**src/rtl/sgr_pkg.sv**
```systemverilog
// Shared types and constants for the SGR style decoder.
// Used by sgr_step, sgr_rsp_stage and sgr_style_decoder; no dependencies.
`timescale 1ns / 1ps
`default_nettype none

package sgr_pkg;

   // Part kinds delivered by the tokenizer.
   localparam logic [2:0] KIND_ESC   = 3'd0;
   localparam logic [2:0] KIND_FE    = 3'd1;
   localparam logic [2:0] KIND_PARAM = 3'd2;
   localparam logic [2:0] KIND_INTER = 3'd3;
   localparam logic [2:0] KIND_FINAL = 3'd4;

   // Character codes checked on the introducer and the final.
   localparam logic [15:0] CHAR_LBRACKET = 16'h005B;
   localparam logic [15:0] CHAR_M        = 16'h006D;

   // Default color index (-1).
   localparam logic [15:0] COLOR_DEFAULT = 16'hFFFF;

   // Attribute bits.
   localparam int ATTR_BOLD_BIT  = 0;
   localparam int ATTR_UNDER_BIT = 1;
   localparam int ATTR_REV_BIT   = 2;

   // SGR parameter codes.
   localparam logic [15:0] SGR_RESET      = 16'd0;
   localparam logic [15:0] SGR_BOLD       = 16'd1;
   localparam logic [15:0] SGR_UNDER      = 16'd4;
   localparam logic [15:0] SGR_REV        = 16'd7;
   localparam logic [15:0] SGR_BOLD_OFF   = 16'd22;
   localparam logic [15:0] SGR_UNDER_OFF  = 16'd24;
   localparam logic [15:0] SGR_REV_OFF    = 16'd27;
   localparam logic [15:0] SGR_FG_FIRST   = 16'd30;
   localparam logic [15:0] SGR_FG_LAST    = 16'd37;
   localparam logic [15:0] SGR_FG_EXT     = 16'd38;
   localparam logic [15:0] SGR_FG_DEFAULT = 16'd39;
   localparam logic [15:0] SGR_BG_FIRST   = 16'd40;
   localparam logic [15:0] SGR_BG_LAST    = 16'd47;
   localparam logic [15:0] SGR_BG_EXT     = 16'd48;
   localparam logic [15:0] SGR_BG_DEFAULT = 16'd49;
   localparam logic [15:0] SGR_EXT_INDEX  = 16'd5;

   // Extended color phases.
   localparam logic [2:0] EXT_NONE     = 3'd0;
   localparam logic [2:0] EXT_FG_MODE  = 3'd1;
   localparam logic [2:0] EXT_FG_INDEX = 3'd2;
   localparam logic [2:0] EXT_BG_MODE  = 3'd3;
   localparam logic [2:0] EXT_BG_INDEX = 3'd4;

   // Position of the current part inside its sequence.
   localparam logic [1:0] POS_FIRST  = 2'd0;
   localparam logic [1:0] POS_SECOND = 2'd1;
   localparam logic [1:0] POS_LATER  = 2'd2;

   // Decoder state carried from part to part.
   typedef struct packed {
      logic [15:0] cmt_fore;
      logic [15:0] cmt_back;
      logic [2:0]  cmt_attrs;
      logic [15:0] wrk_fore;
      logic [15:0] wrk_back;
      logic [2:0]  wrk_attrs;
      logic [1:0]  position;
      logic        seq_valid;
      logic [2:0]  ext_phase;
      logic        saw_param;
   } state_type;

   // One result transaction.
   typedef struct packed {
      logic [15:0] fore_color;
      logic [15:0] back_color;
      logic        bold_on;
      logic        underline_on;
      logic        reverse_on;
      logic        accepted;
      logic        is_default;
   } result_type;

   localparam state_type STATE_RESET = '{
      cmt_fore:  COLOR_DEFAULT,
      cmt_back:  COLOR_DEFAULT,
      cmt_attrs: 3'd0,
      wrk_fore:  COLOR_DEFAULT,
      wrk_back:  COLOR_DEFAULT,
      wrk_attrs: 3'd0,
      position:  POS_FIRST,
      seq_valid: 1'b1,
      ext_phase: EXT_NONE,
      saw_param: 1'b0
   };

endpackage

`default_nettype wire

```
**src/rtl/sgr_step.sv**
```systemverilog
// Combinational update for one escape-sequence part: next decoder state and result.
// Depends on sgr_pkg for the state and result types and the SGR codes.
`timescale 1ns / 1ps
`default_nettype none

module sgr_step
   import sgr_pkg::*;
(
   input  state_type   cur_state,
   input  logic [2:0]  part_kind,
   input  logic [15:0] part_value,
   input  logic        last_part,
   output state_type   nxt_state,
   output result_type  result
);

   // Working style, validity and parameter decode for this part.
   always_comb begin
      logic [15:0] wfore;
      logic [15:0] wback;
      logic [2:0]  wattrs;
      logic [2:0]  ext;
      logic        svalid;
      logic        saw;
      logic        acc;
      logic [1:0]  pos_next;

      wfore  = cur_state.wrk_fore;
      wback  = cur_state.wrk_back;
      wattrs = cur_state.wrk_attrs;
      ext    = cur_state.ext_phase;
      svalid = cur_state.seq_valid;
      saw    = cur_state.saw_param;

      // The first part reloads the working copy and must be an escape.
      if (cur_state.position == POS_FIRST) begin
         wfore  = cur_state.cmt_fore;
         wback  = cur_state.cmt_back;
         wattrs = cur_state.cmt_attrs;
         if (part_kind != KIND_ESC) begin
            svalid = 1'b0;
         end
      end else if (cur_state.position == POS_SECOND) begin
         if (part_kind != KIND_FE || part_value != CHAR_LBRACKET) begin
            svalid = 1'b0;
         end
      end

      if (part_kind == KIND_INTER) begin
         svalid = 1'b0;
      end
      if (part_kind == KIND_FINAL && part_value != CHAR_M) begin
         svalid = 1'b0;
      end

      // Apply one numeric parameter to the working copy.
      if (part_kind == KIND_PARAM && svalid) begin
         saw = 1'b1;
         case (ext)
            EXT_FG_MODE: begin
               ext = (part_value == SGR_EXT_INDEX) ? EXT_FG_INDEX : EXT_NONE;
            end
            EXT_FG_INDEX: begin
               wfore = part_value;
               ext   = EXT_NONE;
            end
            EXT_BG_MODE: begin
               ext = (part_value == SGR_EXT_INDEX) ? EXT_BG_INDEX : EXT_NONE;
            end
            EXT_BG_INDEX: begin
               wback = part_value;
               ext   = EXT_NONE;
            end
            default: begin
               ext = EXT_NONE;
               if (part_value == SGR_RESET) begin
                  wfore  = COLOR_DEFAULT;
                  wback  = COLOR_DEFAULT;
                  wattrs = 3'd0;
               end else if (part_value == SGR_BOLD) begin
                  wattrs[ATTR_BOLD_BIT] = 1'b1;
               end else if (part_value == SGR_UNDER) begin
                  wattrs[ATTR_UNDER_BIT] = 1'b1;
               end else if (part_value == SGR_REV) begin
                  wattrs[ATTR_REV_BIT] = 1'b1;
               end else if (part_value == SGR_BOLD_OFF) begin
                  wattrs[ATTR_BOLD_BIT] = 1'b0;
               end else if (part_value == SGR_UNDER_OFF) begin
                  wattrs[ATTR_UNDER_BIT] = 1'b0;
               end else if (part_value == SGR_REV_OFF) begin
                  wattrs[ATTR_REV_BIT] = 1'b0;
               end else if (part_value >= SGR_FG_FIRST && part_value <= SGR_FG_LAST) begin
                  wfore = part_value - SGR_FG_FIRST;
               end else if (part_value == SGR_FG_EXT) begin
                  ext = EXT_FG_MODE;
               end else if (part_value == SGR_FG_DEFAULT) begin
                  wfore = COLOR_DEFAULT;
               end else if (part_value >= SGR_BG_FIRST && part_value <= SGR_BG_LAST) begin
                  wback = part_value - SGR_BG_FIRST;
               end else if (part_value == SGR_BG_EXT) begin
                  ext = EXT_BG_MODE;
               end else if (part_value == SGR_BG_DEFAULT) begin
                  wback = COLOR_DEFAULT;
               end
            end
         endcase
      end

      pos_next = (cur_state.position == POS_FIRST) ? POS_SECOND : POS_LATER;

      // Default: carry the sequence on.
      nxt_state           = cur_state;
      nxt_state.wrk_fore  = wfore;
      nxt_state.wrk_back  = wback;
      nxt_state.wrk_attrs = wattrs;
      nxt_state.position  = pos_next;
      nxt_state.seq_valid = svalid;
      nxt_state.ext_phase = ext;
      nxt_state.saw_param = saw;

      // A sequence that never reached its second part is never accepted.
      acc = svalid && (cur_state.position != POS_FIRST);

      // The last part commits a valid sequence and restarts decoding.
      if (last_part) begin
         if (acc) begin
            if (!saw) begin
               nxt_state.cmt_fore  = COLOR_DEFAULT;
               nxt_state.cmt_back  = COLOR_DEFAULT;
               nxt_state.cmt_attrs = 3'd0;
            end else begin
               nxt_state.cmt_fore  = wfore;
               nxt_state.cmt_back  = wback;
               nxt_state.cmt_attrs = wattrs;
            end
         end
         nxt_state.position  = POS_FIRST;
         nxt_state.seq_valid = 1'b1;
         nxt_state.ext_phase = EXT_NONE;
         nxt_state.saw_param = 1'b0;
      end

      // Report the committed style after this part.
      result.fore_color   = nxt_state.cmt_fore;
      result.back_color   = nxt_state.cmt_back;
      result.bold_on      = nxt_state.cmt_attrs[ATTR_BOLD_BIT];
      result.underline_on = nxt_state.cmt_attrs[ATTR_UNDER_BIT];
      result.reverse_on   = nxt_state.cmt_attrs[ATTR_REV_BIT];
      result.accepted     = acc;
      result.is_default   = (nxt_state.cmt_fore == COLOR_DEFAULT)
                            && (nxt_state.cmt_back == COLOR_DEFAULT)
                            && (nxt_state.cmt_attrs == 3'd0);
   end

endmodule

`default_nettype wire

```
**src/rtl/sgr_rsp_stage.sv**
```systemverilog
// Result register of the SGR style decoder, holding one transaction for the rsp channel.
// Depends on sgr_pkg for the result type.
`timescale 1ns / 1ps
`default_nettype none

module sgr_rsp_stage
   import sgr_pkg::*;
(
   input  logic       clock,
   input  logic       reset,
   input  logic       load,
   input  result_type load_data,
   output logic       slot_free,
   output logic       rsp_valid,
   input  logic       rsp_ready,
   output result_type rsp_data
);

   logic       valid_ff;
   logic       valid_in;
   result_type data_ff;

   // The slot takes a new transaction when empty or being drained this cycle.
   assign slot_free = !valid_ff || rsp_ready;

   always_comb begin
      if (load) begin
         valid_in = 1'b1;
      end else if (rsp_ready) begin
         valid_in = 1'b0;
      end else begin
         valid_in = valid_ff;
      end
   end

   // Valid flag.
   always_ff @(posedge clock) begin
      if (reset) begin
         valid_ff <= 1'b0;
      end else begin
         valid_ff <= valid_in;
      end
   end

   // Payload.
   always_ff @(posedge clock) begin
      if (load) begin
         data_ff <= load_data;
      end
   end

   assign rsp_valid = valid_ff;
   assign rsp_data  = data_ff;

endmodule

`default_nettype wire

```
**src/rtl/sgr_style_decoder.sv**
```systemverilog
// Top level of the SGR style decoder: input register, style state and result register.
// Depends on sgr_pkg, sgr_step and sgr_rsp_stage.
//
//   Channel  Direction  Handshake              Payload
//   req      in         req_valid / req_ready  req_part_kind, req_part_value, req_last_part
//   rsp      out        rsp_valid / rsp_ready  rsp_fore_color .. rsp_is_default
//
// One part is taken per cycle unless a last part waits for a free result slot.
// The input register feeds the decode logic, which updates the style state and loads
// the result register in the same cycle. Only parts marked last produce a transaction.
// A stalled rsp channel holds back a last part and the parts behind it; other parts keep flowing.
// Reset is synchronous and restores the default style with no scan or clearing pass.
`timescale 1ns / 1ps
`default_nettype none

module sgr_style_decoder
   import sgr_pkg::*;
(
   input  logic               clock,
   input  logic               reset,
   input  logic               req_valid,
   output logic               req_ready,
   input  logic [2:0]         req_part_kind,
   input  logic [15:0]        req_part_value,
   input  logic               req_last_part,
   output logic               rsp_valid,
   input  logic               rsp_ready,
   output logic signed [15:0] rsp_fore_color,
   output logic signed [15:0] rsp_back_color,
   output logic               rsp_bold_on,
   output logic               rsp_underline_on,
   output logic               rsp_reverse_on,
   output logic               rsp_accepted,
   output logic               rsp_is_default
);

   logic        in_valid_ff;
   logic        in_valid_in;
   logic [2:0]  in_kind_ff;
   logic [15:0] in_value_ff;
   logic        in_last_ff;
   state_type   state_ff;
   state_type   state_in;
   result_type  step_result;
   result_type  rsp_data;
   logic        slot_free;
   logic        req_fire;
   logic        proc_fire;

   // A registered part is decoded when its result, if any, has a free slot.
   assign proc_fire = in_valid_ff && (!in_last_ff || slot_free);
   assign req_ready = !in_valid_ff || proc_fire;
   assign req_fire  = req_valid && req_ready;

   always_comb begin
      if (req_fire) begin
         in_valid_in = 1'b1;
      end else if (proc_fire) begin
         in_valid_in = 1'b0;
      end else begin
         in_valid_in = in_valid_ff;
      end
   end

   // Input register valid.
   always_ff @(posedge clock) begin
      if (reset) begin
         in_valid_ff <= 1'b0;
      end else begin
         in_valid_ff <= in_valid_in;
      end
   end

   // Input register payload.
   always_ff @(posedge clock) begin
      if (req_fire) begin
         in_kind_ff  <= req_part_kind;
         in_value_ff <= req_part_value;
         in_last_ff  <= req_last_part;
      end
   end

   // Decode of one part.
   sgr_step u_step (
      .cur_state  (state_ff),
      .part_kind  (in_kind_ff),
      .part_value (in_value_ff),
      .last_part  (in_last_ff),
      .nxt_state  (state_in),
      .result     (step_result)
   );

   // Style and sequence state.
   always_ff @(posedge clock) begin
      if (reset) begin
         state_ff <= STATE_RESET;
      end else if (proc_fire) begin
         state_ff <= state_in;
      end
   end

   // Result register.
   sgr_rsp_stage u_rsp_stage (
      .clock     (clock),
      .reset     (reset),
      .load      (proc_fire && in_last_ff),
      .load_data (step_result),
      .slot_free (slot_free),
      .rsp_valid (rsp_valid),
      .rsp_ready (rsp_ready),
      .rsp_data  (rsp_data)
   );

   assign rsp_fore_color   = $signed(rsp_data.fore_color);
   assign rsp_back_color   = $signed(rsp_data.back_color);
   assign rsp_bold_on      = rsp_data.bold_on;
   assign rsp_underline_on = rsp_data.underline_on;
   assign rsp_reverse_on   = rsp_data.reverse_on;
   assign rsp_accepted     = rsp_data.accepted;
   assign rsp_is_default   = rsp_data.is_default;

`ifndef SYNTHESIS
   // The part position never takes its unused code.
   a_position_range: assert property (@(posedge clock) disable iff (reset)
      state_ff.position != 2'd3)
      else $error("sequence position out of range");

   // The extended color phase stays within its five phases.
   a_ext_range: assert property (@(posedge clock) disable iff (reset)
      state_ff.ext_phase <= EXT_BG_INDEX)
      else $error("extended color phase out of range");

   // A decoded last part restarts the sequence.
   a_restart: assert property (@(posedge clock) disable iff (reset)
      proc_fire && in_last_ff |=>
         state_ff.position == POS_FIRST && state_ff.ext_phase == EXT_NONE
         && state_ff.seq_valid && !state_ff.saw_param)
      else $error("sequence did not restart after last part");

   // A last part waits while a result is still held.
   a_hold_last: assert property (@(posedge clock) disable iff (reset)
      in_valid_ff && in_last_ff && rsp_valid && !rsp_ready |-> !proc_fire)
      else $error("last part decoded over a held result");

   // A default report means default colors and no attributes.
   a_default_flag: assert property (@(posedge clock) disable iff (reset)
      rsp_valid && rsp_is_default |->
         rsp_fore_color == -16'sd1 && rsp_back_color == -16'sd1
         && !rsp_bold_on && !rsp_underline_on && !rsp_reverse_on)
      else $error("default flag disagrees with reported style");
`endif

endmodule

`default_nettype wire
```
**config.mk**
```make
export PLATFORM = sky130hd
export DESIGN_NAME = sgr_style_decoder
export DESIGN_NICKNAME = d
export VERILOG_FILES = /design/src/rtl/sgr_pkg.sv /design/src/rtl/sgr_step.sv /design/src/rtl/sgr_rsp_stage.sv /design/src/rtl/sgr_style_decoder.sv
export SDC_FILE = /design/constraint.sdc
export NUM_CORES = 1
export LEC_CHECK = 0
export ABC_CLOCK_PERIOD_IN_PS = 4100
export BUFFER_PORTS_ARGS = -buffer_cell sky130_fd_sc_hd__buf_4
export CAP_MARGIN = 25
export CORE_MARGIN = 3
export CORE_UTILIZATION = 32
export CTS_BUF_LIST = sky130_fd_sc_hd__clkbuf_4
export DETAILED_ROUTE_END_ITERATION = 10
export HOLD_SLACK_MARGIN = 0.06
export MAX_ROUTING_LAYER = met4
export PLACE_DENSITY = 0.45
export SLEW_MARGIN = 20
export SYNTH_ARGS = -nofsm -noshare
export SYNTH_HDL_FRONTEND = slang
export SYNTH_SLANG_ARGS = --single-unit
export TNS_END_PERCENT = 30
```
**constraint.sdc**
```tcl
create_clock -name clock -period 4.1 [get_ports clock]
set_input_delay 0.41 -clock clock [delete_from_list [all_inputs] [get_ports clock]]
set_output_delay 0.41 -clock clock [all_outputs]
set_load 0.02 [all_outputs]
```
==> results_tabular.tex, run 1 <==
\begin{tabular}{lr}
\hline
Metric & Value \\
\hline
\multicolumn{2}{l}{\textbf{Routing}} \\
Number of design rule violations left after detail routing & 0 \\
Pre-Repair DR Iteration Count & 5 \\
Detailed-route via count & 7059 \\
Total length of routed wires & roughly 30 mm \\
Number of nets with antenna violations after detailed routing & 0 \\
Average wire per cell in the routed design & 23.8 um \\
Iteration-0 DRC count of the detailed router & 575 \\
Average vias per placed instance & about 5.5 \\
\multicolumn{2}{l}{\textbf{Power}} \\
Clock share of power & roughly a third \\
Net Switching & 0.909 mW \\
Portion of total power attributed to sequential cells & about half \\
Sw Ratio & between 30\% and 40\% \\
Power per cell area & 322 nW/um\^{}2 \\
Leakage dissipation & 3.58 nW \\
Worst-case vdd ir drop & 225 uV \\
Cell Int Power & 2.03 mW \\
Logic pwr share & 14.7\% \\
\multicolumn{2}{l}{\textbf{Synth}} \\
Register bit total from synthesis & 136 \\
Top\_reg\_cell synth & sky130\_fd\_sc\_hd\_\_dfxtp\_1 \\
Area fraction of the dominant cell type after synthesis & between 20\% and 30\% \\
Largest cells by area after synthesis & sky130\_fd\_sc\_hd\_\_edfxtp\_1, sky130\_fd\_sc\_hd\_\_dfxtp\_1, sky130\_fd\_sc\_hd\_\_nand2\_1 \\
Post-synthesis cell type count & 78 \\
Number of standard cells after synthesis & 851 \\
Count of flip-flops with a built-in enable after synthesis & 57 \\
Post-synth top area cell & sky130\_fd\_sc\_hd\_\_edfxtp\_1 \\
Post-synthesis net count & 878 \\
Seq/Total Area, Yosys & 43.6\% \\
Total standard cell area after synthesis & 7550 um\^{}2 \\
Mean area per synthesized cell & between 8 and 9 um\^{}2 \\
Post-synthesis async set-or-reset flop share & 0\% \\
Count of warnings emitted by yosys & 0 \\
\multicolumn{2}{l}{\textbf{GRT}} \\
Maximum number of pins on one net before global-route repair & 87 \\
Antenna violations before repair & 1 \\
Total grt overflow & 0 \\
Number of global-route vias before repair & roughly 7000 \\
Global router's overall resource usage & 24.4\% \\
Global-route wire length before repair & approximately 46 mm \\
\multicolumn{2}{l}{\textbf{Timing}} \\
Post-route clock skew & 0.0355 ns \\
F\_max & about 260 MHz \\
Headroom to the max-slew limit & 45.8\% \\
Hold slack final & 0.148 ns \\
Number of max-slew violations in the final report & 0 \\
Post-layout min period & 3.86 ns \\
Transition at the pin with the smallest max-transition slack & 0.811 ns \\
Post-route clock period utilization & 94.1\% \\
Total of endpoints with negative setup slack in the final report & 0 \\
Setup TNS & 0 ns \\
Setup repair after global routing missed its margin & false \\
Final number of hold-violating endpoints & 0 \\
Minimum setup slack in the final design & around 0.24 ns \\
\multicolumn{2}{l}{\textbf{Finish}} \\
Final Net Count & 972 \\
Most frequent cells in the layout & sky130\_fd\_sc\_hd\_\_buf\_4, sky130\_fd\_sc\_hd\_\_nand2\_1, sky130\_fd\_sc\_hd\_\_nor2\_1 \\
Synthesis-to-finish area growth & 21.0\% \\
Leading cell type in the layout, fill and taps excluded & sky130\_fd\_sc\_hd\_\_buf\_4 \\
Footprint of the flip-flops and latches & 3290 um\^{}2 \\
Layout fillers & roughly 2300 \\
Area taken by multi-input logic gates & 3960 um\^{}2 \\
Fraction of final layout cells sized beyond drive strength 1 & 19.6\% \\
Post-route cell area & 9130 um\^{}2 \\
\multicolumn{2}{l}{\textbf{Floorplan}} \\
Number of top-level pins & 63 \\
Die width & about 160 um \\
Placeable core region & approximately 23000 um\^{}2 \\
Initial Utilization & 32.9\% \\
Floorplan die height & 160 um \\
Row count & 55 \\
Full die area & 25500 um\^{}2 \\
\multicolumn{2}{l}{\textbf{Clock network}} \\
CTS tree & built \\
Number of buffers between clock root and the deepest sink & 2 \\
Number of buffers inserted during clock tree synthesis & 17 \\
\# H-tree levels & 4 \\
Clock transition time at the flip-flop clock pins of the worst setup and hold paths & between 0.15 and 0.2 ns \\
Clock tree sinks & 136 \\
Clock latency at the later pin of the worst-skew pair & 0.57 ns \\
Root buffer cell & sky130\_fd\_sc\_hd\_\_clkbuf\_4 \\
\multicolumn{2}{l}{\textbf{Worst setup path}} \\
Crit path kind & reg2reg \\
Data required time of the worst path & around 4.5 ns \\
Crit Path Max Fanout & 20 \\
Startpoint class of the critical path & register \\
Endpoint kind of the worst setup timing path & register \\
Flop2flop setup slack & 0.24 ns \\
Worst path arrival time & 4.22 ns \\
\multicolumn{2}{l}{\textbf{Placement}} \\
HPWL reported at the end of detailed placement & 22.3 mm \\
Post-DP Area & 8580 um\^{}2 \\
GP Congestion & 1.01 \\
Post-Place Worst Slack & between 0.015 and 0.02 ns \\
Number of port buffers & 62 \\
\multicolumn{2}{l}{\textbf{Worst hold path}} \\
Hold/Removal Path Class & in2reg \\
\multicolumn{2}{l}{\textbf{Flow run}} \\
Max capacitance violation total & 0 \\
\multicolumn{2}{l}{\textbf{Status}} \\
Run status & complete, no violations \\
\hline
\end{tabular}
==> cells by family (layout without fill, tap and decap cells) <==
family	Yosys count	after routing	synth area share [%]
xor+xnor	5	5	0.580
other cells	0	1	0
fa+ha+maj	3	3	0.497
flops	136	136	43.6
buf+inv	80	187	4.58
simple gates	364	364	24.3
compound gates	228	228	21.6
mux	35	35	4.76
==> flip-flops by register name, summed over array words and instances, names as in the netlist <==
name and flops:
state_ff 77, in_last_ff 1, u_rsp_stage.rsp_valid 1, u_rsp_stage.rsp_data 37, in_value_ff 16, in_valid_ff 1
in_kind_ff 3
==> worst max-delay path, stage by stage, from the launching register on <==
cell and delay (ns):
sky130_fd_sc_hd__edfxtp_1 0.41, sky130_fd_sc_hd__buf_4 0.24, sky130_fd_sc_hd__ha_1 0.31, sky130_fd_sc_hd__a21oi_1 0.27, sky130_fd_sc_hd__nand4_1 0.15, sky130_fd_sc_hd__xor2_1 0.20, sky130_fd_sc_hd__a2111oi_2 0.58, sky130_fd_sc_hd__a211oi_1 0.10
sky130_fd_sc_hd__o32ai_1 0.59, sky130_fd_sc_hd__a31o_2 0.30, sky130_fd_sc_hd__nand4_1 0.19, sky130_fd_sc_hd__nor4_2 0.31
==> metrics by stage <==
| stage | util, % | instances | power, mW |
|---|---|---|---|
| finish | 39.8 | 1272 | 2.94 |
| global placement | 37.4 | 1216 | 1.96 |
| CTS | 39.7 | 1269 | 2.98 |
| detailed placement | 37.4 | 1216 | 1.96 |
| floorplan | - | 851 | 1.80 |
| global route | 39.8 | 1272 | 3.08 |
==> power groups by stage <==
stage          Clock [mW]  Sequential [mW]  Combinational [mW]
2_1_floorplan           0             1.54               0.258
3_3_place_gp            0             1.55               0.417
3_5_place_dp            0             1.55               0.414
4_1_cts              1.02             1.52               0.432
5_1_grt              1.08             1.53               0.474
6_report            0.988             1.52               0.432
==> cells in the mapped netlist, types with 10 or more instances <==
library cell,number
sky130_fd_sc_hd__nand2_1,112
sky130_fd_sc_hd__nor2_1,103
sky130_fd_sc_hd__mux2i_1,28
sky130_fd_sc_hd__clkbuf_1,30
sky130_fd_sc_hd__o21bai_1,17
sky130_fd_sc_hd__edfxtp_1,57
sky130_fd_sc_hd__nand3_1,15
sky130_fd_sc_hd__o21ai_0,26
sky130_fd_sc_hd__nor3_1,20
sky130_fd_sc_hd__inv_1,15
sky130_fd_sc_hd__a211o_1,21
sky130_fd_sc_hd__nand3b_1,32
sky130_fd_sc_hd__buf_2,18
sky130_fd_sc_hd__a21oi_1,50
sky130_fd_sc_hd__a211oi_1,10
sky130_fd_sc_hd__nand4_1,16
sky130_fd_sc_hd__dfxtp_1,79
sky130_fd_sc_hd__o22a_1,16
sky130_fd_sc_hd__o22ai_1,14
sky130_fd_sc_hd__buf_1,11
==> final cells by class <==
class,count,share of cell area (%)
multi-input combinational,635,43.4
sequential,136,36.1
timing repair buffer,140,12.4
tap,313,4.29
clock inverter,14,1.74
clock buffer,18,1.48
inverter,15,0.617
antenna,1,0.0274
==> path summary, 6_finish.rpt <==
check                            from                            endpoint  cells after the start
min reg2reg  state_ff[4]$_SDFFE_PP1P_            state_ff[4]$_SDFFE_PP1P_                      1
min                         rsp_ready  u_rsp_stage.rsp_valid$_SDFFE_PP0P_                      4
max reg2reg  in_value_ff[1]$_DFFE_PP_   u_rsp_stage.rsp_data[0]$_DFFE_PP_                     11
max          in_value_ff[1]$_DFFE_PP_   u_rsp_stage.rsp_data[0]$_DFFE_PP_                     11
==> timing repair <==
item | CTS | global route
setup buffers | 0 | 2
gates resized for setup | 2 | 4
pin swaps | 1 | 1
setup endpoints to repair | 1 | 1
gates cloned | 0 | 0
hold endpoints to repair | 21 | 0
hold buffers | 21 | 0
==> metal layers <==
metal  wire [um]  global-route usage (%)  part of all wire, %  up-vias
met4         864                    7.92                  2.9        0
li1            -                       -                    -     3326
met2       13900                    37.2                   46      224
met3        1620                    4.84                  5.4       38
met1       13900                    32.7                   46     3471
met5           0                       -                    0        -
No activity file was read; power rests on OpenSTA's default activity.
==> run 2: changes to the inputs <==
--- a/config.mk
+++ b/config.mk
@@ -9,12 +9,13 @@
 export BUFFER_PORTS_ARGS = -buffer_cell sky130_fd_sc_hd__buf_4
 export CAP_MARGIN = 25
 export CORE_MARGIN = 3
-export CORE_UTILIZATION = 32
+export CORE_UTILIZATION = 62
 export CTS_BUF_LIST = sky130_fd_sc_hd__clkbuf_4
 export DETAILED_ROUTE_END_ITERATION = 10
 export HOLD_SLACK_MARGIN = 0.06
 export MAX_ROUTING_LAYER = met4
-export PLACE_DENSITY = 0.45
+export PLACE_DENSITY = 0.79
+export REMOVE_ABC_BUFFERS = 1
 export SLEW_MARGIN = 20
 export SYNTH_ARGS = -nofsm -noshare
 export SYNTH_HDL_FRONTEND = slang
==> run 2 against run 1 <==
- count of clock-buffer cells in the layout is 3 higher
- worst setup slack better by 0.0035 ns
- clock skew fell by 0.016 ns
- combinational power is 5.6% lower
- critical endpoint unchanged
- largest power group unchanged
==> results_tabular.tex, run 2 (synthesis gave the netlist of run 1 again) <==
\begin{tabular}{lr}
\hline
Metric & Value \\
\hline
\multicolumn{2}{l}{\textbf{Status}} \\
Run status & complete, no violations \\
\multicolumn{2}{l}{\textbf{GRT}} \\
Antenna violations before repair & 0 \\
Global router's overall resource usage & roughly two fifths \\
Met3 GRT Util & 8.81\% \\
Number of global-route vias before repair & between 7000 and 8000 \\
Grt met1 use & 51.1\% \\
Layer carrying the most global-route usage & met2 \\
Total grt overflow & 0 \\
Met2 track utilization from global routing & a little over 60\% \\
Global-route wire length before repair & 39.7 mm \\
Maximum number of pins on one net before global-route repair & approximately 80 \\
\multicolumn{2}{l}{\textbf{Routing}} \\
Pre-Repair DR Iteration Count & 8 \\
Total length of routed wires & 25.7 mm \\
Number of nets with antenna violations after detailed routing & 0 \\
Average vias per placed instance & 6.97 \\
Iteration-0 DRC count of the detailed router & 1280 \\
Average wire per cell in the routed design & 24.0 um \\
Number of design rule violations left after detail routing & 0 \\
Detailed-route via count & 7473 \\
\multicolumn{2}{l}{\textbf{Worst hold path}} \\
Cells on Worst Hold Path & 3 \\
Sink of the worst hold path & in\_valid\_ff\$\_SDFFE\_PP0P\_ \\
Hold/Removal Path Class & in2reg \\
Hold path startpoint & req\_valid \\
\multicolumn{2}{l}{\textbf{Finish}} \\
Leading cell type in the layout, fill and taps excluded & sky130\_fd\_sc\_hd\_\_nand2\_1 \\
Synthesis-to-finish area growth & 14.9\% \\
Register with the highest flop count & state\_ff \\
Antenna cell count & 0 \\
Final cell utilization of the core & 74.4\% \\
Final Net Count & 944 \\
Flip-flop count of the largest register after layout & 77 \\
Fraction of final layout cells sized beyond drive strength 1 & 16.6\% \\
Most frequent cells in the layout & sky130\_fd\_sc\_hd\_\_nand2\_1, sky130\_fd\_sc\_hd\_\_nor2\_1, sky130\_fd\_sc\_hd\_\_buf\_4 \\
\multicolumn{2}{l}{\textbf{Floorplan}} \\
Die width & 116 um \\
Floorplan die height & 116 um \\
Number of top-level pins & 63 \\
Placeable core region & 11700 um\^{}2 \\
Full die area & 13500 um\^{}2 \\
Initial Utilization & between 60\% and 70\% \\
Row count & 39 \\
\multicolumn{2}{l}{\textbf{Power}} \\
Sw Ratio & between 20 and 30\% \\
Worst-case vdd ir drop & 272 uV \\
Logic pwr share & 14.3\% \\
Leakage dissipation & around 3.4 nW \\
Power per cell area & 330 nW/um\^{}2 \\
Portion of total power attributed to sequential cells & 53.1\% \\
Cell Int Power & 2.08 mW \\
Clock share of power & 32.6\% \\
Net Switching & slightly below 0.8 mW \\
\multicolumn{2}{l}{\textbf{Clock network}} \\
Count of buffers added by post-CTS timing repair for setup & 0 \\
CTS tree & built \\
Number of buffers between clock root and the deepest sink & 2 \\
Clock latency at the later pin of the worst-skew pair & 0.59 ns \\
\# H-tree levels & 4 \\
Root buffer cell & sky130\_fd\_sc\_hd\_\_clkbuf\_4 \\
Clock transition time at the flip-flop clock pins of the worst setup and hold paths & 0.11 ns \\
Number of buffers inserted during clock tree synthesis & 17 \\
Clock tree sinks & $\sim$140 \\
\multicolumn{2}{l}{\textbf{Worst setup path}} \\
Path depth of the worst reg2reg path & 10 \\
Crit path cell chain & or3\_1, nor4\_2, nand2\_1, o21ai\_1, a32o\_1, nor3\_1, nand4b\_1, nor4\_1, nand4\_1, nor4\_2 \\
End of the worst register-to-register path & u\_rsp\_stage.rsp\_data[0]\$\_DFFE\_PP\_ \\
Max incr delay on CP & 0.59 ns \\
Endpoint kind of the worst setup timing path & register \\
RR Startpoint & in\_value\_ff[5]\$\_DFFE\_PP\_ \\
Crit Path Max Fanout & 11 \\
Top Family by Delay on Critical Path & simple AND/OR/NAND/NOR gates \\
Worst path arrival time & 4.26 ns \\
Critical Path Slowest Stage Cell & sky130\_fd\_sc\_hd\_\_nor4\_2 \\
Crit path buf inv count & 0 \\
Most frequent cell on the critical path & sky130\_fd\_sc\_hd\_\_nor4\_2 \\
Startpoint class of the critical path & register \\
Flop2flop setup slack & between 0.2 and 0.25 ns \\
Crit path kind & reg2reg \\
Data required time of the worst path & 4.50 ns \\
\multicolumn{2}{l}{\textbf{Timing}} \\
Post-route clock skew & a little under 0.02 ns \\
Number of max-slew violations in the final report & 0 \\
Post-route clock period utilization & 94.0\% \\
Transition at the pin with the smallest max-transition slack & 0.837 ns \\
Minimum setup slack in the final design & approximately 0.25 ns \\
Final number of hold-violating endpoints & 0 \\
Hold slack final & 0.121 ns \\
Headroom to the max-slew limit & 44.2\% \\
Post-layout min period & just under 4 ns \\
F\_max & 259 MHz \\
Total of endpoints with negative setup slack in the final report & 0 \\
Setup repair after global routing missed its margin & false \\
\multicolumn{2}{l}{\textbf{Placement}} \\
Post-Place Worst Slack & 0.403 ns \\
Number of port buffers & just over 60 \\
GP Congestion & 1.03 \\
HPWL reported at the end of detailed placement & 18.0 mm \\
\multicolumn{2}{l}{\textbf{Flow run}} \\
Max capacitance violation total & 0 \\
\hline
\end{tabular}
==> run 2: how the worst max path moves through the flow <==
stage          cells past startpoint                                end                      start  slack [ns]
2_1_floorplan                      9  u_rsp_stage.rsp_data[0]$_DFFE_PP_   state_ff[5]$_SDFFE_PP0P_       -0.85
3_3_place_gp                      10  u_rsp_stage.rsp_data[0]$_DFFE_PP_   in_value_ff[5]$_DFFE_PP_        0.49
3_5_place_dp                      10  u_rsp_stage.rsp_data[0]$_DFFE_PP_   in_value_ff[9]$_DFFE_PP_        0.40
4_1_cts                           10  u_rsp_stage.rsp_data[0]$_DFFE_PP_  in_value_ff[12]$_DFFE_PP_        0.39
5_1_grt                           10  u_rsp_stage.rsp_data[0]$_DFFE_PP_   in_value_ff[5]$_DFFE_PP_        0.03
6_report                          10  u_rsp_stage.rsp_data[0]$_DFFE_PP_   in_value_ff[5]$_DFFE_PP_        0.25
==> run 2: power by group through the flow <==
stage	clock [mW]	sequential, mW	combinational (mW)
2_1_floorplan	0	1.55	0.232
3_3_place_gp	0	1.54	0.366
3_5_place_dp	0	1.55	0.377
4_1_cts	0.926	1.52	0.395
5_1_grt	0.994	1.53	0.436
6_report	0.935	1.52	0.408
==> run 2: routing by layer <==
layer / vias to the layer above / share of wire (%)
li1: 3266 / -
met1: 3508 / 39
met2: 583 / 46
met3: 116 / 10
met4: 0 / 4.2
met5: - / 0
==> run 2: layout make-up <==
type | instances | area, um^2
fillers | 797 | 2990
multi-input cells | 635 | 3940
clock inverters | 10 | 128
well taps | 143 | 179
inverters | 15 | 56.3
clock buffers | 21 | 158
repair buffers | 112 | 916
flip-flops and latches | 136 | 3290
==> run 2: repair_timing <==
action | in CTS | in global routing
endpoints found under the setup margin | 0 | 1
hold buffers | 20 | 0
endpoints found under the hold margin | 20 | 0
resized for setup | 0 | 1
==> run 2: stage by stage <==
stage / power (mW) / TNS [ns] / instances / cell area [um^2]
final: 2.86 / 0 / 1072 / 8670
after global placement: 1.91 / 0 / 1021 / 8180
after global routing: 2.96 / 0 / 1072 / 8670
after floorplan: 1.79 / -10.51 / 786 / 7260
after detailed placement: 1.93 / 0 / 1021 / 8180
after CTS: 2.84 / 0 / 1072 / 8660
==> run 2: worst register-to-register path, cell delays in order, from the launching register on <==
cell	delay, ns
sky130_fd_sc_hd__edfxtp_1	0.56
sky130_fd_sc_hd__or3_1	0.48
sky130_fd_sc_hd__nor4_2	0.59
sky130_fd_sc_hd__nand2_1	0.28
sky130_fd_sc_hd__o21ai_1	0.29
sky130_fd_sc_hd__a32o_1	0.28
sky130_fd_sc_hd__nor3_1	0.09
sky130_fd_sc_hd__nand4b_1	0.26
sky130_fd_sc_hd__nor4_1	0.38
sky130_fd_sc_hd__nand4_1	0.15
sky130_fd_sc_hd__nor4_2	0.32
